## config.mk

```make
export PLATFORM = sky130hd
export DESIGN_NAME = cqa_ctrl
export DESIGN_NICKNAME = d
export VERILOG_FILES = /design/src/rtl/core/cqa_pkg.sv /design/src/rtl/core/cqa_ctrl.sv
export SDC_FILE = /design/constraint.sdc
export NUM_CORES = 1
export LEC_CHECK = 0
export BUFFER_PORTS_ARGS = -buffer_cell sky130_fd_sc_hd__buf_2
export CORE_MARGIN = 5
export CORE_UTILIZATION = 26
export DETAILED_ROUTE_END_ITERATION = 8
export HOLD_SLACK_MARGIN = 0.1
export SYNTH_ARGS = -nofsm -noshare
export SYNTH_HDL_FRONTEND = slang
export SYNTH_SLANG_ARGS = --single-unit
```

## constraint.sdc

```tcl
create_clock -name clk -period 2.65 [get_ports clk]
set_clock_uncertainty 0.15 [all_clocks]
set_input_delay 0.53 -clock clk [delete_from_list [all_inputs] [get_ports clk]]
set_output_delay 0.53 -clock clk [all_outputs]
set_load 0.02 [all_outputs]
```

## src/rtl/core/cqa_pkg.sv

```systemverilog
// cqa_pkg: shared types and constants for the congestion scored queue assigner
// used by cqa_div, cqa_ctrl, cqa_dp and the top level; depends on nothing

package cqa_pkg;

	localparam int FLOW_W   = 32;
	localparam int KEY_W    = 2 * FLOW_W;
	localparam int TIME_W   = 48;
	localparam int OCC_W    = 16;
	localparam int WEIGHT_W = 16;
	localparam int TREND_W  = 32;
	localparam int DIV_W    = 48;
	localparam int PROD_W   = 48;
	localparam int SCORE_W  = PROD_W + 1;
	localparam int CFG_W    = 16;

	// nanoseconds per second, minimum spacing of trend updates, default capacity
	localparam logic [29:0]       NS_PER_S         = 30'd1000000000;
	localparam logic [TIME_W-1:0] MIN_TREND_DT     = 48'd1000;
	localparam logic [OCC_W-1:0]  DEFAULT_CAPACITY = 16'd1000;

	localparam logic ACT_ASSIGN = 1'b0;
	localparam logic ACT_REPORT = 1'b1;

	typedef enum logic [1:0] {
		REG_OCC_WEIGHT     = 2'd0,
		REG_TREND_WEIGHT   = 2'd1,
		REG_QUEUE_CAPACITY = 2'd2
	} cfg_reg_t;

	typedef enum logic [1:0] {
		KIND_KNOWN  = 2'd0,
		KIND_UNUSED = 2'd1,
		KIND_SCORED = 2'd2
	} assign_kind_t;

	// operand selection for the shared divider
	typedef enum logic [1:0] {
		DIV_TREND  = 2'd0,
		DIV_OCC    = 2'd1,
		DIV_SPREAD = 2'd2
	} div_sel_t;

	// controller to datapath commands
	typedef struct packed {
		logic     take;
		logic     trend_init;
		logic     trend_mul;
		logic     trend_write;
		logic     trend_stamp;
		logic     qidx_clr;
		logic     qidx_inc;
		logic     eidx_inc;
		logic     div_start;
		div_sel_t div_sel;
		logic     mm_step;
		logic     prod_occ;
		logic     acc_load;
		logic     prod_trn;
		logic     best_upd;
		logic     res_known;
		logic     res_free;
		logic     res_score;
		logic     record;
		logic     out_load;
	} cqa_cmd_t;

	// datapath to controller status
	typedef struct packed {
		logic started;
		logic dt_ok;
		logic qidx_last;
		logic scan_end;
		logic hit;
		logic any_free;
		logic div_busy;
	} cqa_stat_t;

endpackage

```

## src/rtl/core/cqa_ctrl.sv

```systemverilog
// cqa_ctrl: sequencing state machine for trend update, table scan, scoring and output
// depends on cqa_pkg for the command and status structs

module cqa_ctrl
	import cqa_pkg::*;
(
	input  logic      clk,
	input  logic      arst_n,
	input  logic      in_valid,
	input  logic      action,
	output logic      in_stall,
	output logic      out_valid,
	input  logic      out_stall,
	output cqa_cmd_t  cmd,
	input  cqa_stat_t stat
);

	typedef enum logic [15:0] {
		S_IDLE   = 16'h0001,
		S_TCHK   = 16'h0002,
		S_TMUL   = 16'h0004,
		S_TSTART = 16'h0008,
		S_TDIV   = 16'h0010,
		S_LREAD  = 16'h0020,
		S_LCMP   = 16'h0040,
		S_PICK   = 16'h0080,
		S_MINMAX = 16'h0100,
		S_SSTART = 16'h0200,
		S_SOCC   = 16'h0400,
		S_STRN   = 16'h0800,
		S_SADD   = 16'h1000,
		S_SSEL   = 16'h2000,
		S_RECORD = 16'h4000,
		S_OUT    = 16'h8000
	} state_t;

	state_t state_q;
	state_t state_d;
	logic   out_valid_q;
	logic   out_free;

	assign out_free = !out_valid_q || !out_stall;
	assign in_stall = (state_q != S_IDLE);

	// next state and commands
	always_comb begin
		cmd     = '0;
		state_d = state_q;
		unique case (state_q)
			S_IDLE: begin
				if (in_valid) begin
					cmd.take = 1'b1;
					if (action == ACT_ASSIGN) begin
						state_d = S_TCHK;
					end
				end
			end
			S_TCHK: begin
				if (!stat.started) begin
					cmd.trend_init = 1'b1;
					state_d        = S_LREAD;
				end else if (stat.dt_ok) begin
					state_d = S_TMUL;
				end else begin
					state_d = S_LREAD;
				end
			end
			S_TMUL: begin
				cmd.trend_mul = 1'b1;
				state_d       = S_TSTART;
			end
			S_TSTART: begin
				cmd.div_start = 1'b1;
				cmd.div_sel   = DIV_TREND;
				state_d       = S_TDIV;
			end
			S_TDIV: begin
				if (!stat.div_busy) begin
					cmd.trend_write = 1'b1;
					if (stat.qidx_last) begin
						cmd.trend_stamp = 1'b1;
						cmd.qidx_clr    = 1'b1;
						state_d         = S_LREAD;
					end else begin
						cmd.qidx_inc = 1'b1;
						state_d      = S_TMUL;
					end
				end
			end
			S_LREAD: begin
				state_d = stat.scan_end ? S_PICK : S_LCMP;
			end
			S_LCMP: begin
				if (stat.hit) begin
					cmd.res_known = 1'b1;
					state_d       = S_OUT;
				end else begin
					cmd.eidx_inc = 1'b1;
					state_d      = S_LREAD;
				end
			end
			S_PICK: begin
				if (stat.any_free) begin
					cmd.res_free = 1'b1;
					state_d      = S_RECORD;
				end else begin
					state_d = S_MINMAX;
				end
			end
			S_MINMAX: begin
				cmd.mm_step = 1'b1;
				if (stat.qidx_last) begin
					cmd.qidx_clr = 1'b1;
					state_d      = S_SSTART;
				end else begin
					cmd.qidx_inc = 1'b1;
				end
			end
			S_SSTART: begin
				cmd.div_start = 1'b1;
				cmd.div_sel   = DIV_OCC;
				state_d       = S_SOCC;
			end
			S_SOCC: begin
				if (!stat.div_busy) begin
					cmd.prod_occ  = 1'b1;
					cmd.div_start = 1'b1;
					cmd.div_sel   = DIV_SPREAD;
					state_d       = S_STRN;
				end
			end
			S_STRN: begin
				cmd.acc_load = 1'b1;
				if (!stat.div_busy) begin
					cmd.prod_trn = 1'b1;
					state_d      = S_SADD;
				end
			end
			S_SADD: begin
				cmd.best_upd = 1'b1;
				if (stat.qidx_last) begin
					state_d = S_SSEL;
				end else begin
					cmd.qidx_inc = 1'b1;
					state_d      = S_SSTART;
				end
			end
			S_SSEL: begin
				cmd.res_score = 1'b1;
				state_d       = S_RECORD;
			end
			S_RECORD: begin
				cmd.record = 1'b1;
				state_d    = S_OUT;
			end
			S_OUT: begin
				if (out_free) begin
					cmd.out_load = 1'b1;
					state_d      = S_IDLE;
				end
			end
			default: begin
				state_d = S_IDLE;
			end
		endcase
	end

	always_ff @(posedge clk or negedge arst_n) begin
		if (!arst_n) begin
			state_q <= S_IDLE;
		end else begin
			state_q <= state_d;
		end
	end

	// output valid flag
	always_ff @(posedge clk or negedge arst_n) begin
		if (!arst_n) begin
			out_valid_q <= 1'b0;
		end else if (cmd.out_load) begin
			out_valid_q <= 1'b1;
		end else if (!out_stall) begin
			out_valid_q <= 1'b0;
		end
	end

	assign out_valid = out_valid_q;

	// a result never overwrites one still waiting
	a_load_free: assert property (@(posedge clk) disable iff (!arst_n)
		cmd.out_load |-> (!out_valid_q || !out_stall))
		else $error("result loaded over a pending one");

	// a recorded assign request moves straight on to the output state
	a_assign_result: assert property (@(posedge clk) disable iff (!arst_n)
		(state_q == S_RECORD) |=> (state_q == S_OUT))
		else $error("recorded message did not reach output");

	// a stalled result stays offered
	a_out_hold: assert property (@(posedge clk) disable iff (!arst_n)
		(out_valid && out_stall) |=> out_valid)
		else $error("stalled result dropped");

endmodule

```

==> results.md <==
* Outcome: finished, final reports clean
* Maximum fanout along the worst path at 4
* Number of placement rows at 24
* Share of power burned in registers at 30.6%
* Leakage at 0.8213 nW
* Finished Layout Cells at 246
* Diode count at 0
* Endpoints failing setup at 0
* Number of enable flip-flop cells after synthesis at 0
* Number of max-slew violations in the final report at 0
* Synth async-reset ratio at 100.0%
* Highest clock frequency the design can meet at 0.3869 GHz
* Critical Path Source: state_q[7]
* Half-perimeter wire length after detailed placement at 2680 um
* Routed length per placed instance at 13.91 um
* Peak ir drop on the vdd network at 238.4 uV
* Die width at 78.15 um
* Power share of the clock group at 18.0%
* Detailed-route DRC error count at 0
* Syn. warnings at 0
* Maximum Capacitance Violations at 0
* Routed vias at 1289
* Share of the cycle needed by the critical path after routing at 97.54%
* Internal Pwr Total at 0.6562 mW
* Worst setup path category: flip-flop to primary output
* Number of global-route vias before repair at 1189
* Y dimension of the die at 78.15 um
* Path depth of the worst reg2reg path at 6
* Final instance area at 0.001647 mm2
* Average via count per standard cell at 5.240
* Nets in the synthesized netlist at 154
* Share of the yosys chip area belonging to registers at 35.34%
* Buffer cell driving the clock tree root: sky130_fd_sc_hd__clkbuf_8
* Critical Path RT at 1970 ps
* Clock edge transition at the registers on the reported setup and hold paths at 70 ps
* Final core area utilization at 37.05%
* Iteration-0 DRC count of the detailed router at 91
* Main flop type after synthesis: sky130_fd_sc_hd__dfrtp_1
* Share of total power in combinational logic at 51.3%
* Sw power at 0.4466 mW
* IO Pins at 35
* RSZ-0062 raised after global routing: yes
* Slew @ Worst Pin at 391.1 ps
* Switch share at 40.50%
* Maximum number of pins on one net before global-route repair at 18
* Top-count cell post-synth: sky130_fd_sc_hd__nor2_1
* First-pass GRT wire length at 5589 um
* Dominant cells by area after synthesis: sky130_fd_sc_hd__dfrtp_1 33%, sky130_fd_sc_hd__nor2_1 6.2%, sky130_fd_sc_hd__nor4_4 5.3%
* Post-synthesis average cell area at 8.503 um2
* End point of the critical path: cmd[0]
* Total Neg Setup Slack at 0 ps
* Post-route ant nets at 0
* Final critical-path required period at 2585 ps
* Final critical-path setup slack at 65.19 ps
* Path class of the lowest-slack min-delay path: input port to flip-flop
* Clock Sinks at 17
* Summed instance area of the synthesized netlist at 0.001207 mm2
* Total of buffers placed on input and output ports at 34
* Floorplan Core Area at 0.004444 mm2
* Full die area at 0.006107 mm2
* Final #Nets at 207
* Most used standard cells in the synthesized netlist: 20 x sky130_fd_sc_hd__nor2_1, 16 x sky130_fd_sc_hd__dfrtp_1, 12 x sky130_fd_sc_hd__nand2_1
* Fraction of layout cells with a size suffix above 1 at 37.11%
* Overall routed net length at 3422 um
* GRT Overall Usage at 11.35%
* Worst setup slack for register-to-register paths at 590 ps
* First-pass detailed-route iteration total at 4
* Register bit total from synthesis at 17
* Worst setup SP type: flip-flop
* Place WS at 206.0 ps
* Instance count after placement with tap cells included at 233
* Largest area contributor in the netlist: sky130_fd_sc_hd__dfrtp_1
* Critical path endpoint category: primary output
* Overflow left after global routing at 0
* Total design power at 1.103 mW
* Final hold slack at 295.0 ps
* Initial antenna violation count at 0
* Relative area change from synthesis to final layout at 36.37%
* Number of fill cells at 457
* Final GP Congestion at 0.8486
* Fraction of post-synthesis cell area in the top cell type by area at 33.16%
* Clock latency on the worst-skew pair at 250 ps
* Placed Area at 0.001499 mm2
* RR Startpoint: state_q[7]
* Clock tree from TritonCTS: done
* Cell count after synthesis at 142
* Netlist cell types at 40
* Ratio of total power to cell area at 669.8 mW/mm2
* Number of hold violations in the final report at 0
* Number of buffers created by CTS at 3
* Arrival time worst endpoint at 1900 ps
* CTS max path bufs at 2
* Starting density of the core at 27.17%
* Endpoint of the worst register-to-register path: state_q[4]
* Relative max-transition margin at 73.56%
* # H-tree levels at 1
-- flip-flops by register name, indices dropped and copies added (netlist names) --
name	cells
state_q	16
out_valid	1
-- placed cells by master, fill, tap and decap left out, types with 2 or more instances in the layout --
cell	netlist	final
sky130_fd_sc_hd__a21oi_1	5	5
sky130_fd_sc_hd__a32o_1	2	2
sky130_fd_sc_hd__and3_1	3	3
sky130_fd_sc_hd__and4b_1	2	2
sky130_fd_sc_hd__buf_2	2	29
sky130_fd_sc_hd__buf_4	2	22
sky130_fd_sc_hd__clkbuf_8	0	3
sky130_fd_sc_hd__dfrtp_1	16	14
sky130_fd_sc_hd__dfrtp_2	0	2
sky130_fd_sc_hd__inv_1	6	6
sky130_fd_sc_hd__nand2_1	12	12
sky130_fd_sc_hd__nand2b_1	6	6
sky130_fd_sc_hd__nand3_1	6	6
sky130_fd_sc_hd__nand4_1	8	8
sky130_fd_sc_hd__nor2_1	20	18
sky130_fd_sc_hd__nor2_2	0	2
sky130_fd_sc_hd__nor2b_1	5	4
sky130_fd_sc_hd__nor3_1	9	7
sky130_fd_sc_hd__nor3_2	0	2
sky130_fd_sc_hd__nor3b_2	1	2
sky130_fd_sc_hd__nor4_1	2	2
sky130_fd_sc_hd__nor4_4	3	3
sky130_fd_sc_hd__nor4b_1	5	5
sky130_fd_sc_hd__o21ai_0	3	3
sky130_fd_sc_hd__o22a_1	2	2
sky130_fd_sc_hd__xor2_1	3	3
-- cell families after synthesis --
group,count (synthesis),synth area share [%]
simple gates,90,45.49
compound gates,20,11.92
flops,17,35.34
buf+inv,11,4.248
xor+xnor,3,2.177
mux,1,0.8290
-- timing repair --
action | in CTS | in global routing
hold buffers | 1 | 0
endpoints found under the setup margin | 2 | 16
resized for setup | 1 | 12
setup buffers | 4 | 4
pin swaps | 3 | 11
endpoints found under the hold margin | 16 | 0
-- metal layers --
layer	vias up	GRT usage (%)	wire length [um]
li1	628	-	-
met1	616	15.66	1595
met2	38	17.64	1592
met3	7	2.403	177
met4	0	3.846	55
met5	-	0	0
-- how the worst min path moves through the flow --
stage / from / end / slack (ps) / cells past startpoint
after CTS: stat[3] / state_q[6] / 290 / 2
after global routing: stat[3] / state_q[6] / 300 / 2
final: stat[3] / state_q[6] / 300 / 2
after detailed placement: arst_n / state_q[13] / 330 / 1
after floorplan: arst_n / out_valid / 80 / 0
after global placement: arst_n / state_q[14] / 330 / 1
-- critical path: stages, from the launching register on --
cell	delay (ps)
sky130_fd_sc_hd__dfrtp_2	440
sky130_fd_sc_hd__nor4_4	360
sky130_fd_sc_hd__nand4_1	190
sky130_fd_sc_hd__or3b_1	420
sky130_fd_sc_hd__nor2_1	100
sky130_fd_sc_hd__buf_4	140
-- power by group through the flow --
stage          sequential [mW]  combinational, mW  clock [mW]
5_1_grt                  0.341              0.628       0.215
6_report                 0.338              0.566       0.199
3_3_place_gp             0.340              0.495           0
4_1_cts                  0.336              0.523       0.205
3_5_place_dp             0.340              0.496           0
2_1_floorplan            0.330              0.344           0
-- area by class of cell --
class | count | area (um2) | share of cell area, %
Clock buffer | 4 | 45.04 | 2.736
Sequential cell | 17 | 429.2 | 26.06
Tap cell | 52 | 65.06 | 3.951
Inverter | 6 | 22.52 | 1.368
Multi-Input combinational cell | 114 | 753.2 | 45.74
Timing Repair Buffer | 53 | 331.6 | 20.14
(Power assumes the default switching activity.)
